===== src/rtl/core/efd_pkg.sv =====
// efd_pkg: shared types and constants of the escaped frame deframer
// used by efd_front, efd_back and escaped_frame_deframer; no dependencies
`default_nettype none

package efd_pkg;

	localparam int unsigned BYTE_W        = 8;
	localparam int unsigned INDEX_W       = 10;
	localparam int unsigned LEN_W         = 16;
	localparam int unsigned CFG_IDX_W     = 2;

	// default sizes of the frame buffer and the frame limit
	localparam int unsigned BUFFER_BYTES_DEF    = 1024;
	localparam int unsigned MAX_FRAME_BYTES_DEF = 512;

	// result queue between front and back
	localparam int unsigned QUEUE_DEPTH = 4;
	localparam int unsigned QPTR_W      = $clog2(QUEUE_DEPTH);
	localparam int unsigned QCNT_W      = $clog2(QUEUE_DEPTH + 1);

	// configuration register indexes
	localparam logic [CFG_IDX_W-1:0] CFG_DEVICE_ADDRESS = 2'd0;
	localparam logic [CFG_IDX_W-1:0] CFG_ESCAPE_VALUE   = 2'd1;
	localparam logic [CFG_IDX_W-1:0] CFG_START_CODE     = 2'd2;
	localparam logic [CFG_IDX_W-1:0] CFG_LITERAL_CODE   = 2'd3;

	// reset values of the configuration registers
	localparam logic [BYTE_W-1:0] DEVICE_ADDRESS_RST = 8'd1;
	localparam logic [BYTE_W-1:0] ESCAPE_VALUE_RST   = 8'd153;
	localparam logic [BYTE_W-1:0] START_CODE_RST     = 8'd1;
	localparam logic [BYTE_W-1:0] LITERAL_CODE_RST   = 8'd85;

	localparam logic [BYTE_W-1:0] BROADCAST_ADDRESS = 8'd0;

	typedef struct packed {
		logic [BYTE_W-1:0] escape_value;
		logic [BYTE_W-1:0] start_code;
		logic [BYTE_W-1:0] literal_code;
	} efd_cfg_t;

	// one payload byte on its way from front to back
	typedef struct packed {
		logic [BYTE_W-1:0]  payload_byte;
		logic [INDEX_W-1:0] byte_index;
		logic [BYTE_W-1:0]  frame_command;
		logic               last_byte;
		logic [BYTE_W-1:0]  frame_address;
	} efd_entry_t;

endpackage

`default_nettype wire


===== src/rtl/core/efd_front.sv =====
// efd_front: accepts received bytes, runs the escape and header parser
// and pushes one entry per payload byte; depends on efd_pkg
`default_nettype none

module efd_front
	import efd_pkg::*;
#(
	parameter int unsigned BUFFER_BYTES    = BUFFER_BYTES_DEF,
	parameter int unsigned MAX_FRAME_BYTES = MAX_FRAME_BYTES_DEF
) (
	input  wire logic              clk,
	input  wire logic              arst_n,
	input  wire logic              in_valid,
	output logic                   in_ready,
	input  wire logic [BYTE_W-1:0] rx_byte,
	input  wire efd_cfg_t          cfg,
	input  wire logic              space,
	output logic                   push,
	output efd_entry_t             entry
);

	localparam logic [2:0] PH_IDLE    = 3'd0;
	localparam logic [2:0] PH_ESCAPE  = 3'd1;
	localparam logic [2:0] PH_ADDRESS = 3'd2;
	localparam logic [2:0] PH_HEADER  = 3'd3;
	localparam logic [2:0] PH_RECEIVE = 3'd4;

	localparam logic [LEN_W:0] LEN_CAP = (LEN_W+1)'(BUFFER_BYTES - 1);
	localparam logic [LEN_W:0] LEN_MAX = (LEN_W+1)'(MAX_FRAME_BYTES);

	logic [2:0]         phase_q, phase_d;
	logic [2:0]         resume_q, resume_d;
	logic [BYTE_W-1:0]  addr_q, addr_d;
	logic [INDEX_W-1:0] count_q, count_d;
	logic [BYTE_W-1:0]  cmd_q, cmd_d;
	logic [LEN_W-1:0]   len_q, len_d;

	logic              accept;
	logic              is_esc, is_start, is_lit;
	logic              do_hdr, do_pay, last;
	logic [BYTE_W-1:0] data_b;
	logic [LEN_W-1:0]  len_raw, len_cl;

	assign in_ready = space;
	assign accept   = in_valid && space;
	assign is_esc   = (rx_byte == cfg.escape_value);
	assign is_start = (rx_byte == cfg.start_code);
	assign is_lit   = (rx_byte == cfg.literal_code);

	assign len_raw = {data_b, len_q[BYTE_W-1:0]};
	assign len_cl  = ({1'b0, len_raw} > LEN_CAP) ? LEN_CAP[LEN_W-1:0] : len_raw;
	assign last    = (len_q == '0) ||
		!({{(LEN_W-INDEX_W){1'b0}}, count_q} < (len_q - LEN_W'(1)));

	always_comb begin
		phase_d  = phase_q;
		resume_d = resume_q;
		addr_d   = addr_q;
		count_d  = count_q;
		cmd_d    = cmd_q;
		len_d    = len_q;
		do_hdr   = 1'b0;
		do_pay   = 1'b0;
		data_b   = rx_byte;

		case (phase_q)
			PH_IDLE: begin
				if (is_esc) begin
					resume_d = PH_IDLE;
					phase_d  = PH_ESCAPE;
				end
			end
			PH_ESCAPE: begin
				if (is_start) begin
					phase_d = PH_ADDRESS;
				end else if (is_lit) begin
					// repaired literal: the escape value itself is the data
					data_b = cfg.escape_value;
					if (resume_q == PH_HEADER) begin
						phase_d = PH_HEADER;
						do_hdr  = 1'b1;
					end else if (resume_q == PH_RECEIVE) begin
						phase_d = PH_RECEIVE;
						do_pay  = 1'b1;
					end else begin
						phase_d = PH_IDLE;
					end
				end
			end
			PH_ADDRESS: begin
				addr_d  = rx_byte;
				count_d = '0;
				phase_d = PH_HEADER;
			end
			PH_HEADER: begin
				if (is_esc) begin
					resume_d = PH_HEADER;
					phase_d  = PH_ESCAPE;
				end else begin
					do_hdr = 1'b1;
				end
			end
			PH_RECEIVE: begin
				if (is_esc) begin
					resume_d = PH_RECEIVE;
					phase_d  = PH_ESCAPE;
				end else begin
					do_pay = 1'b1;
				end
			end
			default: begin
				phase_d = PH_IDLE;
			end
		endcase

		if (do_hdr) begin
			if (count_q == INDEX_W'(0)) begin
				cmd_d   = data_b;
				count_d = INDEX_W'(1);
			end else if (count_q == INDEX_W'(1)) begin
				len_d   = {{(LEN_W-BYTE_W){1'b0}}, data_b};
				count_d = INDEX_W'(2);
			end else begin
				len_d = len_cl;
				if ({1'b0, len_cl} > LEN_MAX) begin
					phase_d = PH_IDLE;
				end else begin
					count_d = '0;
					phase_d = PH_RECEIVE;
				end
			end
		end

		if (do_pay) begin
			if (last) begin
				phase_d = PH_IDLE;
			end else begin
				count_d = count_q + INDEX_W'(1);
			end
		end
	end

	assign push                = accept && do_pay;
	assign entry.payload_byte  = data_b;
	assign entry.byte_index    = count_q;
	assign entry.frame_command = cmd_q;
	assign entry.last_byte     = last;
	assign entry.frame_address = addr_q;

	always_ff @(posedge clk or negedge arst_n) begin
		if (!arst_n) begin
			phase_q  <= PH_IDLE;
			resume_q <= PH_IDLE;
			addr_q   <= '0;
			count_q  <= '0;
			cmd_q    <= '0;
			len_q    <= '0;
		end else if (accept) begin
			phase_q  <= phase_d;
			resume_q <= resume_d;
			addr_q   <= addr_d;
			count_q  <= count_d;
			cmd_q    <= cmd_d;
			len_q    <= len_d;
		end
	end

	a_push_on_accept: assert property (@(posedge clk) disable iff (!arst_n)
		push |-> (in_valid && in_ready))
		else $error("entry pushed without an input transfer");

	a_last_ends_frame: assert property (@(posedge clk) disable iff (!arst_n)
		(push && entry.last_byte) |=> (phase_q == PH_IDLE))
		else $error("parser not idle after last payload byte");

	a_push_only_in_payload: assert property (@(posedge clk) disable iff (!arst_n)
		push |-> (phase_q == PH_RECEIVE ||
			(phase_q == PH_ESCAPE && resume_q == PH_RECEIVE)))
		else $error("payload byte pushed outside payload phase");

endmodule

`default_nettype wire


===== src/rtl/core/efd_back.sv =====
// efd_back: short result queue and output formatting with address match
// depends on efd_pkg
`default_nettype none

module efd_back
	import efd_pkg::*;
(
	input  wire logic               clk,
	input  wire logic               arst_n,
	input  wire logic               push,
	input  wire efd_entry_t         entry,
	output logic                    space,
	input  wire logic [BYTE_W-1:0]  device_address,
	output logic                    out_valid,
	input  wire logic               out_ready,
	output logic [BYTE_W-1:0]       payload_byte,
	output logic [INDEX_W-1:0]      byte_index,
	output logic [BYTE_W-1:0]       frame_command,
	output logic                    last_byte,
	output logic                    for_this_device
);

	efd_entry_t         mem_q [QUEUE_DEPTH];
	logic [QPTR_W-1:0]  wr_ptr_q, rd_ptr_q;
	logic [QCNT_W-1:0]  count_q;
	logic               pop;
	efd_entry_t         head;

	assign space     = (count_q < QCNT_W'(QUEUE_DEPTH));
	assign out_valid = (count_q != '0);
	assign pop       = out_valid && out_ready;
	assign head      = mem_q[rd_ptr_q];

	assign payload_byte    = head.payload_byte;
	assign byte_index      = head.byte_index;
	assign frame_command   = head.frame_command;
	assign last_byte       = head.last_byte;
	assign for_this_device = head.last_byte &&
		((head.frame_address == device_address) ||
		 (head.frame_address == BROADCAST_ADDRESS));

	always_ff @(posedge clk) begin
		if (push) begin
			mem_q[wr_ptr_q] <= entry;
		end
	end

	always_ff @(posedge clk or negedge arst_n) begin
		if (!arst_n) begin
			wr_ptr_q <= '0;
			rd_ptr_q <= '0;
			count_q  <= '0;
		end else begin
			if (push) begin
				wr_ptr_q <= wr_ptr_q + QPTR_W'(1);
			end
			if (pop) begin
				rd_ptr_q <= rd_ptr_q + QPTR_W'(1);
			end
			if (push && !pop) begin
				count_q <= count_q + QCNT_W'(1);
			end else if (pop && !push) begin
				count_q <= count_q - QCNT_W'(1);
			end
		end
	end

	a_no_overflow: assert property (@(posedge clk) disable iff (!arst_n)
		count_q <= QCNT_W'(QUEUE_DEPTH))
		else $error("result queue overflow");

	a_push_has_room: assert property (@(posedge clk) disable iff (!arst_n)
		push |-> space)
		else $error("push into full result queue");

	a_pop_drains: assert property (@(posedge clk) disable iff (!arst_n)
		(pop && !push) |=> (count_q == $past(count_q) - QCNT_W'(1)))
		else $error("queue count not reduced by a transfer");

endmodule

`default_nettype wire


===== src/rtl/core/escaped_frame_deframer.sv =====
// escaped_frame_deframer: top level of the escape-byte framing deframer
// depends on efd_pkg, efd_front and efd_back
`default_nettype none

// usage
//  - input channel (in_valid / in_ready / rx_byte): one raw link byte per transfer
//  - output channel (out_valid / out_ready / payload fields): one unescaped
//    payload byte per transfer with its index and the frame command;
//    last_byte marks the end of a frame, for_this_device is set on it when
//    the frame address is device_address or the broadcast address 0
//  - config port (cfg_we / cfg_index / cfg_data): write-only, one register
//    per cycle, to be written while no frame bytes are in flight
//  - throughput: one byte per cycle while in_ready is high; the parser decides
//    each byte combinationally, so header and escape bytes are accepted at that rate too
//  - output: a payload byte is presented on the output at the earliest the
//    cycle after its transfer; it comes from a 4-entry queue in the back part
//  - receiver stall: the queue absorbs up to 4 payload bytes, after that
//    in_ready drops until the receiver takes one; header and escape bytes
//    are accepted only while the queue has room
//  - reset: parser back to idle, queue empty, registers at their defaults
//    (address 1, escape 153, start code 1, literal code 85)
module escaped_frame_deframer
	import efd_pkg::*;
#(
	parameter int unsigned BUFFER_BYTES    = BUFFER_BYTES_DEF,
	parameter int unsigned MAX_FRAME_BYTES = MAX_FRAME_BYTES_DEF
) (
	input  wire logic                 clk,
	input  wire logic                 arst_n,
	// byte input
	input  wire logic                 in_valid,
	output logic                      in_ready,
	input  wire logic [BYTE_W-1:0]    rx_byte,
	// payload output
	output logic                      out_valid,
	input  wire logic                 out_ready,
	output logic [BYTE_W-1:0]         payload_byte,
	output logic [INDEX_W-1:0]        byte_index,
	output logic [BYTE_W-1:0]         frame_command,
	output logic                      last_byte,
	output logic                      for_this_device,
	// configuration writes
	input  wire logic                 cfg_we,
	input  wire logic [CFG_IDX_W-1:0] cfg_index,
	input  wire logic [BYTE_W-1:0]    cfg_data
);

	logic [BYTE_W-1:0] device_address_q;
	logic [BYTE_W-1:0] escape_value_q;
	logic [BYTE_W-1:0] start_code_q;
	logic [BYTE_W-1:0] literal_code_q;

	efd_cfg_t   cfg;
	efd_entry_t entry;
	logic       push;
	logic       space;

	// configuration registers, written by index
	always_ff @(posedge clk or negedge arst_n) begin
		if (!arst_n) begin
			device_address_q <= DEVICE_ADDRESS_RST;
			escape_value_q   <= ESCAPE_VALUE_RST;
			start_code_q     <= START_CODE_RST;
			literal_code_q   <= LITERAL_CODE_RST;
		end else if (cfg_we) begin
			case (cfg_index)
				CFG_DEVICE_ADDRESS: device_address_q <= cfg_data;
				CFG_ESCAPE_VALUE:   escape_value_q   <= cfg_data;
				CFG_START_CODE:     start_code_q     <= cfg_data;
				CFG_LITERAL_CODE:   literal_code_q   <= cfg_data;
				default: begin
				end
			endcase
		end
	end

	assign cfg.escape_value = escape_value_q;
	assign cfg.start_code   = start_code_q;
	assign cfg.literal_code = literal_code_q;

	// front: escape handling, header parse, payload indexing
	efd_front #(
		.BUFFER_BYTES    (BUFFER_BYTES),
		.MAX_FRAME_BYTES (MAX_FRAME_BYTES)
	) u_front (
		.clk      (clk),
		.arst_n   (arst_n),
		.in_valid (in_valid),
		.in_ready (in_ready),
		.rx_byte  (rx_byte),
		.cfg      (cfg),
		.space    (space),
		.push     (push),
		.entry    (entry)
	);

	// back: result queue and address match on the last byte
	efd_back u_back (
		.clk             (clk),
		.arst_n          (arst_n),
		.push            (push),
		.entry           (entry),
		.space           (space),
		.device_address  (device_address_q),
		.out_valid       (out_valid),
		.out_ready       (out_ready),
		.payload_byte    (payload_byte),
		.byte_index      (byte_index),
		.frame_command   (frame_command),
		.last_byte       (last_byte),
		.for_this_device (for_this_device)
	);

endmodule

`default_nettype wire


===== config.mk =====
export PLATFORM = sky130hd
export DESIGN_NAME = escaped_frame_deframer
export DESIGN_NICKNAME = d
export VERILOG_FILES = /design/src/rtl/core/efd_pkg.sv /design/src/rtl/core/efd_front.sv /design/src/rtl/core/efd_back.sv /design/src/rtl/core/escaped_frame_deframer.sv
export SDC_FILE = /design/constraint.sdc
export NUM_CORES = 1
export LEC_CHECK = 0
export BUFFER_PORTS_ARGS = -buffer_cell sky130_fd_sc_hd__buf_2
export CORE_MARGIN = 2
export CORE_UTILIZATION = 30
export DETAILED_ROUTE_END_ITERATION = 10
export GPL_ROUTABILITY_DRIVEN = 0
export REMOVE_ABC_BUFFERS = 1
export SETUP_SLACK_MARGIN = 0.15
export SYNTH_ARGS = -nofsm -noshare
export SYNTH_HDL_FRONTEND = slang
export SYNTH_HIERARCHICAL = 1
export SYNTH_SLANG_ARGS = --single-unit

===== constraint.sdc =====
create_clock -name clk -period 3.8 [get_ports clk]
set_input_delay 0.19 -clock clk [delete_from_list [all_inputs] [get_ports clk]]
set_output_delay 0.19 -clock clk [all_outputs]
set_load 0.02 [all_outputs]

# Word level (Yosys, flattened, before mapping)
# Memories as Yosys holds them, arrays and structs flattened.
# Index checks and enable logic that the tools add are counted.
# classes
add_sub_neg	6
n_reduce_logical	28
eq_ne	17
magnitude_cmp	4
bitwise	1
muxes	42
# op_table
op	count
10-bit two-way mux	7
3-bit two-way mux	16
8-bit equality test	4
16-bit by 10-bit > comparator with 1-bit output (second input constant)	2
16-bit two-way mux	2
8-bit two-way mux	3
3-bit one-hot mux with 3 select lines	2
16-bit zero test	1
10-bit by 16-bit < comparator with 1-bit output	1
16-bit by 1-bit subtractor with 16-bit output (second input constant)	1
10-bit by 1-bit adder with 10-bit output (second input constant)	1
10-bit by 1-bit equality test with 1-bit output (second input constant)	1
10-bit zero test	1
1-bit two-way mux	10
2-bit AND reduction	5
3-bit by 2-bit equality test with 1-bit output (second input constant)	3
8-bit zero test	1
3-bit equality test (second input constant)	2
1-bit logical AND	6
2-bit by 1-bit inequality test with 1-bit output (second input constant)	3
3-bit AND reduction	2
3-bit nonzero test	2
5-bit AND reduction	1
2-bit by 1-bit adder with 2-bit output (second input constant)	2
14 further kinds	19
# word_totals
mem_count	1
ramBits	140
word_cells	112
in_bits	23
register_bits	87
# memory_table
memory	words	width	read_ports	rd_clocked_by_memory_dff	wr	line_no	source
u_back.mem_q	4	35	1	0	1	efd_back.sv:23	efd_entry_t mem_q [QUEUE_DEPTH];

# Depth between registers and ports, before layout
# Gate-level depths: netlist of run 1.
# depth
ltp_word	13
ltp_mapped	14

# Cells and area by module
# Netlist of run 1, hierarchy kept.
# modules_own_cells
module	instances	cells_each	area_per_inst_um2	seq_area_each_um2
efd_back	1	244	5627.9	4379.2
efd_front	1	319	3145.5	1176.1
escaped_frame_deframer	1	68	1224.9	813.3

# Least setup slack after synthesis of run 1
# No wires, ideal clock.
# synth_path
path_kind	register to register
start	register literal_code_q[6]
end	memory u_back/mem_q[3][0] in the netlist's numbering, enable pin
setup_time_ns	0.395
arrival_ns	2.727
t_required_ns	3.405
path_stages_with_launch	7
path_slack_ns	0.677
path_buffers	0
path_cell_list	dfstp_2 xnor2_1 nand4_1 a2111o_1 o2bb2ai_1 nor2b_1 and2_1
# synth_between
elab_chain_cells	7
# synth_lines
element	line_no	source
start: declaration	escaped_frame_deframer.sv:51	logic [BYTE_W-1:0] literal_code_q;
start signal: assignment	escaped_frame_deframer.sv:70	CFG_LITERAL_CODE: literal_code_q <= cfg_data;
8-bit equality test	efd_front.sv:48	assign is_lit = (rx_byte == cfg.literal_code);
1-bit two-way mux	efd_front.sv:76	end else if (is_lit) begin
1-bit two-way mux	efd_front.sv:74	if (is_start) begin
1-bit one-hot mux with 2 select lines	efd_front.sv:66	case (phase_q)
1-bit logical AND	efd_front.sv:143	assign push = accept && do_pay;
named net push	escaped_frame_deframer.sv:55	logic push;
1-bit two-way mux	efd_back.sv:43	if (push) begin
1-bit two-way mux (not written as such)	efd_back.sv:44	mem_q[wr_ptr_q] <= entry;
end: declaration	efd_back.sv:23	
# The timed path passes the listed nets, and every way through them passes these cells.

# Final worst setup path of run 1
# layout_path
start	register u_front.len_q[4]
end	register u_front.count_q[1]
# layout_between
elab_chain_cells	9
# layout_lines
element	line_no	source
start: declaration	efd_front.sv:36	logic [LEN_W-1:0] len_q, len_d;
start signal: assignment	efd_front.sv:164	len_q <= len_d;
16-bit by 10-bit > comparator with 1-bit output	efd_front.sv:51	assign len_cl = ({1'b0, len_raw} > LEN_CAP) ? LEN_CAP[LEN_W-1:0] : len_raw;
16-bit two-way mux	efd_front.sv:51	
16-bit by 10-bit > comparator with 1-bit output	efd_front.sv:125	if ({1'b0, len_cl} > LEN_MAX) begin
10-bit two-way mux	efd_front.sv:125	
10-bit two-way mux	efd_front.sv:120	end else if (count_q == INDEX_W'(1)) begin
10-bit two-way mux	efd_front.sv:117	if (count_q == INDEX_W'(0)) begin
10-bit two-way mux	efd_front.sv:116	if (do_hdr) begin
10-bit two-way mux	efd_front.sv:135	if (last) begin
10-bit two-way mux (*)	efd_front.sv:134	if (do_pay) begin
end signal: assignment	efd_front.sv:162	count_q <= count_d;
end: declaration	efd_front.sv:34	logic [INDEX_W-1:0] count_q, count_d;
# Every way passes the cells marked *; elsewhere a longest branch is shown, timed or not.
# A chain may end at the register's enable or synchronous reset.

==> summary.md, run 1 <==
## Run status
- **result of the run** complete, no violations

## Logic synthesis
- **cell count after synthesis** 631
- **number of flops mapped to enable cells by yosys** 140
- **library cell with the largest summed area after synthesis** sky130_fd_sc_hd__edfxtp_1
- **Netlist cell types** 64
- **leading cell type by number of instances after synthesis** sky130_fd_sc_hd__edfxtp_1
- **number of synthesized register bits** 226
- **share of synthesized area occupied by flip-flops and latches** 63.7%
- **Commonest cells post-synth** sky130_fd_sc_hd__edfxtp_1 (140), sky130_fd_sc_hd__dfrtp_1 (76), sky130_fd_sc_hd__mux2_2 (56)
- **share of async-settable or async-resettable flops after synthesis** 38.1%
- **area of the mapped netlist** 0.0100 mm2
- **number of warnings reported in the yosys synthesis log** 6
- **dominant synthesized flop cell** sky130_fd_sc_hd__edfxtp_1
- **largest cells by area after synthesis** sky130_fd_sc_hd__edfxtp_1 (42%), sky130_fd_sc_hd__dfrtp_1 (19%), sky130_fd_sc_hd__mux4_2 (7.2%), sky130_fd_sc_hd__mux2_2 (6.3%), sky130_fd_sc_hd__dfstp_2 (2.6%)
- **average instance area after synthesis** 15.8 um2
- **post-synth top area share** 42.0%

## Route
- **number of violations reported at the end of detailed-routing iteration 0** 412
- **# DRC** 0
- **Total Routed Length** 21300 um
- **1st-pass router iterations** 6
- **average wire length per cell after detail routing** 18.3 um
- **remaining number of nets flagged by the antenna check after routing** 0
- **detail-routed via count per cell** 4.82
- **via count** 5606

## Setup path
- **reg2reg start** u_front/len_q[4]
- **critical path endpoint** u_front/count_q[1]
- **critical path startpoint** u_front/len_q[4]
- **Worst Path Arrival** 3500 ps
- **type of destination of the critical path** flop
- **required arrival time at the worst endpoint** 4170 ps
- **endpoint of the worst-slack reg-to-reg timing path** u_front/count_q[1]
- **depth of the worst register-to-register path** 11
- **reg-to-reg slack, setup** 680 ps
- **critical path class** flop to flop
- **Max FO, Critical Path** 10
- **element type at the critical path start** flop

## Placed design
- **number of instances in the placed design** 1108
- **count of input and output buffers** 52
- **Final HPWL DP** 14100 um
- **worst slack at placement** 714 ps

## Pwr
- **static leakage** 4.29 nW
- **power per unit of standard cell area** 562 mW/mm2
- **Design Power** 6.60 mW
- **IR drop worst, VDD** 299 uV

## STA
- **final setup violation count** 0
- **Worst Tran Pin Value** 989 ps
- **top achievable clock speed** 320 MHz
- **Final Hold Viols** 0
- **Sum Neg Setup Slack** 0 ps
- **ratio of final minimum period to clock period** 82.2%
- **RSZ-0062 raised after global routing** false
- **minimum hold slack** 17.5 ps
- **Rel. slew slack** 34.0%
- **post-route clock skew** 9.41 ps
- **least setup slack across all paths after layout** 678 ps
- **Max Transition Viols Final** 0
- **final critical-path required period** 3120 ps

## Clock tree
- **Sink Count** 226
- **Resize count post-CTS** 0
- **Root Buffer Master** sky130_fd_sc_hd__clkbuf_16
- **Num CTS Buffers** 25
- **Max Buffers Root-to-Sink** 3
- **total number of H-tree levels** 1
- **insertion delay of the later-clocked pin in the worst-skew pair** 510 ps
- **clock tree from TritonCTS** done
- **clock transition at the register clock pins on the worst setup and hold paths after CTS** 60 ps
- **# hold bufs at CTS** 8
- **number of post-CTS setup repair buffers** 0

## Finish
- **antenna diode count** 0
- **# fillers** 3160
- **share of final-layout standard cells stronger than drive strength 1** 30.8%
- **Area Growth Syn to Fin** 17.5%
- **Cell Count, Final, Fillers Out** 1162
- **multi-input logic area** 0.00344 mm2
- **Storage cell area** 0.00637 mm2
- **post-layout net count** 743

## Floorplan
- **number of top-level design ports** 53
- **Die Span Y** 187 um
- **initial core utilization** 30.6%
- **DIE WIDTH** 187 um
- **CORE AREA** 0.0327 mm2
- **site row count** 66
- **Die Outline Area** 0.0348 mm2

## Global route
- **antenna violations before repair** 0
- **global-route wire length before repair** 34000 um
- **overflow left after global routing** 0
- **pin count of the biggest net entering global routing** 74
- **global router's overall resource usage** 12.3%
- **number of global-route vias before repair** 5714

## Hold path
- **class of the most critical hold timing path** input pin to flop

## Run
- **count of maximum capacitance violations** 0

==> layout make-up <==
type	instances	share of cell area, %
multi-input cells	364	29.3
inverters	13	0.416
flip-flops and latches	226	54.3
clock inverters	13	1.44
clock buffers	33	5.84
well taps	442	4.71
repair buffers	71	4.05
==> state kept, by name, summed over array words and instances (netlist names) <==
signal            cells
u_back/mem_q        140
u_front/len_q        16
u_front/count_q      10
device_address_q      8
escape_value_q        8
literal_code_q        8
start_code_q          8
u_front/addr_q        8
u_front/cmd_q         8
u_back/count_q        3
u_front/phase_q       3
u_back/rd_ptr_q       2
u_back/wr_ptr_q       2
u_front/resume_q      2
==> logic make-up (layout without fill, tap and decap cells) <==
group | Yosys count | count (layout) | share of synthesized area [%]
adder cells (fa/ha/maj) | 19 | 19 | 2.45
flip-flops | 226 | 226 | 63.7
AND/OR/NAND/NOR | 127 | 127 | 7.21
multiplexers | 97 | 97 | 14.9
XOR/XNOR | 46 | 46 | 4.03
buffers and inverters | 41 | 130 | 1.94
AO/OA/AOI/OAI | 75 | 75 | 5.77
==> report_power, final <==
part | switching, mW | internal, mW
clock | 0.945 | 1.54
combinational | 0.679 | 0.554
sequential | 0.156 | 2.72
==> critical path: stages (launching register included) <==
cell	delay [ps]
sky130_fd_sc_hd__dfrtp_1	410
sky130_fd_sc_hd__or4_4	610
sky130_fd_sc_hd__nor2_1	260
sky130_fd_sc_hd__nand2_1	100
sky130_fd_sc_hd__xor2_1	150
sky130_fd_sc_hd__ha_1	270
sky130_fd_sc_hd__o21ai_0	90
sky130_fd_sc_hd__a221oi_2	270
sky130_fd_sc_hd__o2111ai_2	200
sky130_fd_sc_hd__and3_1	340
sky130_fd_sc_hd__a22oi_2	190
sky130_fd_sc_hd__o31ai_2	90
==> metal layers <==
| metal | up-vias | share of wire [%] | routed length, um | GRT usage (%) |
|---|---|---|---|---|
| met5 | - | 0 | 0 | 0 |
| met4 | 0 | 1.4 | 302 | 2.50 |
| met3 | 19 | 4.0 | 851 | 1.82 |
| met2 | 119 | 46 | 9750 | 18.9 |
| met1 | 2882 | 49 | 10400 | 18.5 |
| li1 | 2586 | - | - | - |
==> worst min-delay path by stage <==
stage,start,depth (start not counted),to
floorplan,arst_n,0,device_address_q[1]
global placement,arst_n,1,start_code_q[3]
detailed placement,arst_n,1,start_code_q[3]
CTS,cfg_data[7],2,escape_value_q[7]
global route,cfg_data[7],2,escape_value_q[7]
finish,cfg_data[7],2,start_code_q[7]
==> placed cells by master, fill, tap and decap left out, types with 15 or more instances in the layout <==
| master | synthesis | layout |
|---|---|---|
| sky130_fd_sc_hd__mux2_2 | 56 | 56 |
| sky130_fd_sc_hd__clkbuf_16 | 0 | 25 |
| sky130_fd_sc_hd__nor2_1 | 22 | 22 |
| sky130_fd_sc_hd__edfxtp_1 | 140 | 140 |
| sky130_fd_sc_hd__dfrtp_1 | 76 | 74 |
| sky130_fd_sc_hd__o21ai_0 | 15 | 15 |
| sky130_fd_sc_hd__mux4_2 | 32 | 32 |
| sky130_fd_sc_hd__xnor2_1 | 27 | 27 |
| sky130_fd_sc_hd__nand2_1 | 21 | 21 |
| sky130_fd_sc_hd__ha_1 | 18 | 18 |
| sky130_fd_sc_hd__buf_2 | 8 | 51 |
| sky130_fd_sc_hd__xor2_1 | 19 | 19 |
==> metrics by stage <==
step	util (%)	area, um2
2_1_floorplan	-	9850
3_3_place_gp	33.1	10800
3_5_place_dp	33.1	10800
4_1_cts	35.9	11700
5_1_grt	35.9	11700
6_report	35.9	11700
Note: power is estimated with default switching activity, not from simulation.
==> inputs of run 2 (changes only) <==
--- a/config.mk
+++ b/config.mk
@@ -5,6 +5,7 @@
 export SDC_FILE = /design/constraint.sdc
 export NUM_CORES = 1
 export LEC_CHECK = 0
+export ABC_AREA = 1
 export BUFFER_PORTS_ARGS = -buffer_cell sky130_fd_sc_hd__buf_2
 export CORE_MARGIN = 2
 export CORE_UTILIZATION = 30
==> constraint.sdc (replaced) <==
create_clock -name clk -period 2.52 [get_ports clk]
set_input_delay 0.126 -clock clk [delete_from_list [all_inputs] [get_ports clk]]
set_output_delay 0.126 -clock clk [all_outputs]
set_load 0.02 [all_outputs]
==> run 2 against run 1 <==
  * Synthesized cell count rose by 72%
  * Critical path type unchanged
  * Flip-flop and latch count unchanged
  * Non-clock buffer count increased by 109
  * Global-route usage increased by 1.3 points
  * The run now ends with setup timing left
  * Register-to-register slack got worse by 920 ps
  * Combinational power grew to 3.8 times the previous value
  * Worst hold slack better by 43 ps
  * Fmax rose by 13%
==> summary.md, run 2 <==
## Floorplan
- **Die Outline Area** 0.0375 mm2, +7.7%
- **initial core utilization** 30.4%, -0.17 points
- **site row count** 69, +4.5%
- **DIE WIDTH** 194 um, +3.8%
- **Die Span Y** 194 um, +3.8%
- **number of top-level design ports** 53, unchanged
- **CORE AREA** 0.0355 mm2, +8.5%

## Setup path
- **reg2reg start** literal_code_q[4]
- **element type at the critical path start** flop
- **delay of the slowest cell on the worst path** 530 ps, -80 ps
- **type of destination of the critical path** flop
- **library cell appearing most often on the critical path** sky130_fd_sc_hd__nand2_1
- **Worst Path Arrival** 3160 ps, -340 ps
- **critical path class** flop to flop
- **required arrival time at the worst endpoint** 2920 ps, -1250 ps
- **critical path startpoint** literal_code_q[4]
- **cell breakdown of the critical path** inv_1 -> nand2_1 -> nand2_1 -> nor2_1 -> nand2_1 -> nor2_4 -> nand3_4 -> o31ai_4 -> inv_1 -> nor2_1 -> buf_4 -> ha_4 -> inv_4 -> fa_2 -> a21oi_2 -> o21ai_2 -> xor2_1
- **Max FO, Critical Path** 4, -6
- **critical path's slowest cell** sky130_fd_sc_hd__dfstp_2

## Global route
- **antenna violations before repair** 1, +1
- **overflow left after global routing** 0, unchanged
- **met2 Resource Use GR** 23.6%, +4.7 points
- **pin count of the biggest net entering global routing** 45, -39%
- **global-route wire length before repair** 41500 um, +22%
- **most utilized layer in the global route result** met2
- **global router's overall resource usage** 13.6%, +1.3 points
- **met1 Track Usage GR** 17.8%, -0.64 points
- **met3 routing resource usage after global routing** 1.74%, -0.085 points
- **number of global-route vias before repair** 7760, +36%

## Clock tree
- **Num CTS Buffers** 24, -4.0%
- **clock tree from TritonCTS** done
- **insertion delay of the later-clocked pin in the worst-skew pair** 520 ps, about the same
- **Sink Count** 226, unchanged
- **total number of H-tree levels** 1, unchanged
- **Root Buffer Master** sky130_fd_sc_hd__clkbuf_16
- **Max Buffers Root-to-Sink** 3, unchanged
- **clock transition at the register clock pins on the worst setup and hold paths after CTS** 60 ps, about the same

## Hold path
- **class of the most critical hold timing path** input pin to flop
- **Min-Delay Startpoint** rx_byte[4]

## Pwr
- **power per unit of standard cell area** 943 mW/mm2, +68%
- **portion of total power attributed to the clock network** 26.9%, -11 points
- **Net Sw Power** 4.73 mW, +170%
- **switching fraction of total power** 36.2%, +9.2 points
- **static leakage** 6.03 nW, +41%
- **share of power burned in registers** 37.4%, -6.2 points
- **IR drop worst, VDD** 573 uV, +91%
- **internal power summed over all cells** 8.35 mW, +73%
- **combinational power share** 35.7%, +17 points

## Finish
- **most common cell after layout, fill and taps aside** sky130_fd_sc_hd__nand2_1
- **Top Registers** u_back/mem_q: 140 flops, u_front/len_q: 16 flops, u_front/count_q: 10 flops
- **register with the most flip-flops** u_back/mem_q
- **commonest non-fill, non-tap cells in the layout** sky130_fd_sc_hd__nand2_1 (278), sky130_fd_sc_hd__edfxtp_1 (140), sky130_fd_sc_hd__inv_1 (90)
- **share of final-layout standard cells stronger than drive strength 1** 23.8%, -7.0 points
- **# fillers** 3372, +6.7%
- **utilization of the core after routing** 39.1%, +3.2 points
- **antenna diode count** 0, unchanged
- **Cell Count, Final, Fillers Out** 1732, +49%
- **post-layout net count** 1295, +74%
- **Area Growth Syn to Fin** 28.6%
- **Largest register FFs** 140, unchanged

## Logic synthesis
- **Netlist cell types** 52, -19%
- **post-synth top area share** 39.0%, -3.1 points
- **share of synthesized area occupied by flip-flops and latches** 59.0%, -4.7 points
- **number of synthesized register bits** 226, unchanged
- **leading cell type by number of instances after synthesis** sky130_fd_sc_hd__nand2_1
- **number of flops mapped to enable cells by yosys** 140, unchanged
- **number of warnings reported in the yosys synthesis log** 6, unchanged
- **area of the mapped netlist** 0.0108 mm2, +7.9%
- **largest cells by area after synthesis** sky130_fd_sc_hd__edfxtp_1 (39%), sky130_fd_sc_hd__dfrtp_1 (18%), sky130_fd_sc_hd__nand2_1 (10%), sky130_fd_sc_hd__o21ai_0 (3.7%), sky130_fd_sc_hd__inv_1 (3.4%)
- **Commonest cells post-synth** sky130_fd_sc_hd__nand2_1 (290), sky130_fd_sc_hd__edfxtp_1 (140), sky130_fd_sc_hd__inv_1 (98)
- **average instance area after synthesis** 9.93 um2, -37%
- **library cell with the largest summed area after synthesis** sky130_fd_sc_hd__edfxtp_1
- **dominant synthesized flop cell** sky130_fd_sc_hd__edfxtp_1
- **cell count after synthesis** 1087, +72%
- **share of async-settable or async-resettable flops after synthesis** 38.1%, unchanged

## Route
- **number of violations reported at the end of detailed-routing iteration 0** 611, +48%
- **# DRC** 0, unchanged
- **detail-routed via count per cell** 4.75, -1.5%
- **remaining number of nets flagged by the antenna check after routing** 0, unchanged
- **Total Routed Length** 28300 um, +33%
- **1st-pass router iterations** 5, -1
- **average wire length per cell after detail routing** 16.3 um, -11%
- **via count** 8229, +47%

## Run
- **count of maximum capacitance violations** 0, unchanged

## Placed design
- **number of instances in the placed design** 1634, +47%
- **count of input and output buffers** 52, unchanged
- **worst slack at placement** -180 ps, -894 ps
- **Final HPWL DP** 17200 um, +22%

## STA
- **Sum Neg Setup Slack** -16710 ps, -16710 ps
- **Max Transition Viols Final** 0, unchanged
- **post-route clock skew** 12.8 ps, +3.35 ps
- **minimum hold slack** 60.6 ps, +43.1 ps
- **final setup violation count** 118, +118
- **RSZ-0062 raised after global routing** true
- **top achievable clock speed** 362 MHz, +13%
- **final critical-path required period** 2760 ps, -358 ps
- **Worst Tran Pin Value** 791 ps, -198 ps
- **ratio of final minimum period to clock period** 110%, +28 points
- **Rel. slew slack** 47.3%, +13 points
- **Final Hold Viols** 0, unchanged
- **least setup slack across all paths after layout** -243 ps, -922 ps

## Run status
- **result of the run** finished, violations left
- **failing checks** setup timing

[run 2: cell count changes in the layout (fill, tap and decap cells not counted), moves of 18 or more]
cell / previous run / this run
sky130_fd_sc_hd__nand2_1: 21 / 278
sky130_fd_sc_hd__inv_1: 13 / 90
sky130_fd_sc_hd__nor2_1: 22 / 87
sky130_fd_sc_hd__buf_4: 8 / 69
sky130_fd_sc_hd__o21ai_0: 15 / 75
sky130_fd_sc_hd__mux2_2: 56 / 1
sky130_fd_sc_hd__nand3_1: 10 / 44
sky130_fd_sc_hd__mux4_2: 32 / 0
sky130_fd_sc_hd__nand4_1: 9 / 34
sky130_fd_sc_hd__o22ai_1: 1 / 26
sky130_fd_sc_hd__xnor2_1: 27 / 5
sky130_fd_sc_hd__buf_6: 0 / 18
sky130_fd_sc_hd__nand2_2: 0 / 18
[run 2: worst paths after layout]
path / endpoint / slack [ps] / depth (start not counted)
min in group asynchronous: u_front/count_q[9] / 190 / 2
max: u_back/count_q[2] / -240 / 17
min: u_front/addr_q[4] / 60 / 4
max reg2reg: u_back/count_q[2] / -240 / 17
max in group asynchronous: escape_value_q[4] / 1580 / 3
min reg2reg: escape_value_q[7] / 480 / 2
[run 2: worst max-delay path, delay by kind of cell, from the launching register on]
family	cells	cell delay, ps
AOI/OAI and AO/OA	3	480
buffers and inverters	4	340
and+or+nand+nor	7	650
adders and majority gates	2	520
DFF	1	530
xor gates and xnor gates	1	140
[run 2: power by group through the flow]
stage	combinational [mW]	clock [mW]	sequential (mW)
4_1_cts	4.33	3.60	4.88
6_report	4.67	3.52	4.90
3_5_place_dp	4.10	0	4.95
3_3_place_gp	4.03	0	4.93
2_1_floorplan	2.48	0	5.01
5_1_grt	5.14	3.73	4.96
[run 2: through the flow]
step	area [um2]	power [mW]
2_1_floorplan	10500	7.49
3_3_place_gp	12000	8.96
3_5_place_dp	12000	9.05
4_1_cts	13100	12.8
5_1_grt	13900	13.8
6_report	13900	13.1
[run 2: cells by family after synthesis]
group                      count (synthesis)  synth area share (%)
muxes                                      1                 0.104
adders and majority gates                 19                  2.27
AOI/OAI and AO/OA                        154                  8.55
buffers and inverters                    151                  6.64
xor gates and xnor gates                  28                  2.27
and+or+nand+nor                          508                  21.1
DFF                                      226                  59.0
[run 2: layout make-up]
class | count | area [um2] | share of cell area [%]
Tap cell | 461 | 577 | 4.16
Multi-Input combinational cell | 710 | 3890 | 28.0
Clock buffer | 32 | 682 | 4.91
Timing Repair Buffer | 180 | 1730 | 12.5
Timing Repair inverter | 1 | 8.76 | 0.0631
Clock inverter | 12 | 109 | 0.785
Inverter | 110 | 510 | 3.68
Sequential cell | 226 | 6370 | 45.9
[run 2: timing repair]
action / 4_1_cts / 5_1_grt
setup buffers: 4 / 19
gates cloned: 2 / 15
resized for setup: 29 / 93
hold buffers: 14 / 0
endpoints found under the setup margin: 36 / 172
hold endpoints to repair: 76 / 0
pin swaps: 5 / 19
[run 2: metal layers]
metal / up-vias / wire [um] / share of wire [%]
met4: 2 / 821 / 2.9
met2: 210 / 13900 / 49
met3: 46 / 1490 / 5.3
met5: - / 16 / 0.057
met1: 3955 / 12100 / 43
li1: 4016 / - / -
==> inputs of run 3 (changes only) <==
--- a/config.mk
+++ b/config.mk
@@ -17,3 +17,4 @@
 export SYNTH_HDL_FRONTEND = slang
 export SYNTH_HIERARCHICAL = 1
 export SYNTH_SLANG_ARGS = --single-unit
+export TNS_END_PERCENT = 20
==> run 3 against run 2 <==
  * The flow still finishes with violations (setup timing)
  * Clock skew up 4.6 ps
  * Clock power about the same
  * Register-to-register slack gained 100 ps
  * Final area down 4.1%
  * Die area did not move
  * Cell count decreased by 1.7%
  * Worst hold slack got worse by 7.7 ps
  * Combinational power fell by 4.7%
  * Highest routed layer unchanged
==> summary.md, run 3 (synthesis gave the netlist of run 2 again) <==
## Clock tree
- **Root Buffer Master** sky130_fd_sc_hd__clkbuf_16
- **clock transition at the register clock pins on the worst setup and hold paths after CTS** 60 ps, about the same
- **insertion delay of the later-clocked pin in the worst-skew pair** 520 ps, about the same
- **clock tree from TritonCTS** done
- **total number of H-tree levels** 1, unchanged
- **Num CTS Buffers** 24, unchanged
- **Sink Count** 226, unchanged
- **Max Buffers Root-to-Sink** 3, unchanged

## STA
- **top achievable clock speed** 376 MHz, +3.9%
- **Max Transition Viols Final** 0, unchanged
- **Final Hold Viols** 0, unchanged
- **RSZ-0062 raised after global routing** true
- **final critical-path required period** 2660 ps, -104 ps
- **Rel. slew slack** 47.5%, +0.23 points
- **ratio of final minimum period to clock period** 106%, -4.1 points
- **Worst Tran Pin Value** 788 ps, -3.39 ps
- **least setup slack across all paths after layout** -140 ps, +104 ps
- **final setup violation count** 17, -86%
- **Sum Neg Setup Slack** -1770 ps, +14950 ps
- **post-route clock skew** 17.4 ps, +4.61 ps

## Floorplan
- **Die Outline Area** 0.0375 mm2, unchanged
- **site row count** 69, unchanged
- **CORE AREA** 0.0355 mm2, unchanged
- **number of top-level design ports** 53, unchanged
- **initial core utilization** 30.4%, unchanged
- **DIE WIDTH** 194 um, unchanged
- **Die Span Y** 194 um, unchanged

## Setup path
- **critical path's slowest cell** sky130_fd_sc_hd__dfstp_2
- **library cell appearing most often on the critical path** sky130_fd_sc_hd__nand2_1
- **type of destination of the critical path** flop
- **Max FO, Critical Path** 4, unchanged
- **critical path startpoint** literal_code_q[2]
- **critical path class** flop to flop
- **Worst Path Arrival** 3060 ps, -100 ps
- **element type at the critical path start** flop
- **delay of the slowest cell on the worst path** 540 ps, about the same
- **reg-to-reg slack, setup** -140 ps, +100 ps
- **required arrival time at the worst endpoint** 2920 ps, about the same
- **reg2reg start** literal_code_q[2]
- **cell breakdown of the critical path** inv_1 -> nand2_1 -> nand2_1 -> nor2_1 -> nand2_1 -> nor2_4 -> nand3_2 -> o31ai_4 -> inv_1 -> nor2_1 -> buf_4 -> ha_4 -> inv_4 -> fa_2 -> a21oi_1 -> o21ai_1 -> xor2_1

## Global route
- **global router's overall resource usage** 13.5%, -0.030 points
- **number of global-route vias before repair** 7745, -0.19%
- **met3 routing resource usage after global routing** 1.74%, unchanged
- **global-route wire length before repair** 41500 um, -0.18%
- **met2 Resource Use GR** 23.7%, +0.040 points
- **pin count of the biggest net entering global routing** 45, unchanged
- **overflow left after global routing** 0, unchanged
- **antenna violations before repair** 1, unchanged
- **met1 Track Usage GR** 17.8%, -0.079 points
- **most utilized layer in the global route result** met2

## Route
- **via count** 8002, -2.8%
- **remaining number of nets flagged by the antenna check after routing** 0, unchanged
- **Total Routed Length** 26300 um, -7.1%
- **# DRC** 0, unchanged
- **number of violations reported at the end of detailed-routing iteration 0** 493, -19%
- **1st-pass router iterations** 5, unchanged
- **average wire length per cell after detail routing** 15.4 um, -5.5%
- **detail-routed via count per cell** 4.70, -1.1%

## Finish
- **register with the most flip-flops** u_back/mem_q
- **Area Growth Syn to Fin** 23.3%
- **Largest register FFs** 140, unchanged
- **Top Registers** u_back/mem_q: 140 flops, u_front/len_q: 16 flops, u_front/count_q: 10 flops
- **most common cell after layout, fill and taps aside** sky130_fd_sc_hd__nand2_1
- **post-layout net count** 1266, -2.2%
- **antenna diode count** 0, unchanged
- **commonest non-fill, non-tap cells in the layout** sky130_fd_sc_hd__nand2_1 (282), sky130_fd_sc_hd__edfxtp_1 (140), sky130_fd_sc_hd__inv_1 (89)
- **utilization of the core after routing** 37.5%, -1.6 points
- **share of final-layout standard cells stronger than drive strength 1** 21.7%, -2.2 points

## Pwr
- **portion of total power attributed to the clock network** 27.3%, +0.4 points
- **static leakage** 5.76 nW, -4.5%
- **switching fraction of total power** 36.0%, -0.22 points
- **combinational power share** 34.6%, -1.1 points
- **Design Power** 12.8 mW, -1.8%
- **Net Sw Power** 4.62 mW, -2.4%
- **power per unit of standard cell area** 965 mW/mm2, +2.3%
- **share of power burned in registers** 38.1%, +0.7 points
- **IR drop worst, VDD** 570 uV, -0.40%
- **internal power summed over all cells** 8.22 mW, -1.5%

## Hold path
- **Min-Delay Startpoint** rx_byte[4]
- **class of the most critical hold timing path** input pin to flop

## Run status
- **result of the run** finished, violations left
- **failing checks** setup timing

## Placed design
- **worst slack at placement** -180 ps, unchanged
- **Final HPWL DP** 17200 um, unchanged
- **count of input and output buffers** 52, unchanged

## Run
- **count of maximum capacitance violations** 0, unchanged

[run 3: routing by layer]
layer	vias up	part of all wire (%)
li1	3952	-
met1	3874	45
met2	142	49
met3	32	4.1
met4	2	1.8
met5	-	0.061
[run 3: power by group through the flow]
stage	Clock, mW	Combinational (mW)	Sequential [mW]
after floorplan	0	2.48	5.01
after global placement	0	4.03	4.93
after detailed placement	0	4.10	4.95
after CTS	3.60	4.34	4.88
after global routing	3.72	4.94	4.95
final	3.50	4.45	4.89
[run 3: worst max-delay path, delay by kind of cell (launching register included)]
family | cells | cell delay [ps]
AO/OA/AOI/OAI | 3 | 480
AND/OR/NAND/NOR | 7 | 610
flip-flops | 1 | 540
adder cells (fa/ha/maj) | 2 | 480
XOR/XNOR | 1 | 140
buffers and inverters | 4 | 310
[run 3: final timing paths]
kind,to,cells after the start
worst max-delay path,u_back/count_q[2],17
worst min-delay path,u_front/addr_q[4],4
worst max register to register,u_back/count_q[2],17
worst min register to register,escape_value_q[7],2
max in group asynchronous,escape_value_q[4],3
min in group asynchronous,u_front/count_q[9],2
[run 3: stage by stage]
stage | cells | hold WS [ps] | cell area, um2
after floorplan | 1046 | -170 | 10500
after global placement | 1634 | 193 | 12000
after detailed placement | 1634 | 197 | 12000
after CTS | 1697 | 33.2 | 13100
after global routing | 1703 | 60.0 | 13300
final | 1703 | 52.9 | 13300
[run 3: layout make-up]
class	instances	area, um2
clock buffer	32	682
clock inverter	12	109
fill	3434	22200
inverter	110	465
multi-input combinational	710	3830
sequential	226	6370
tap	461	577
timing repair buffer	152	1280
[run 3: what timing repair did]
action	4_1_cts	5_1_grt
pin swaps	6	18
resized for setup	36	36
gates cloned	2	4
hold endpoints to repair	76	0
hold buffers	14	0
setup buffers	3	2
setup endpoints to repair	36	169
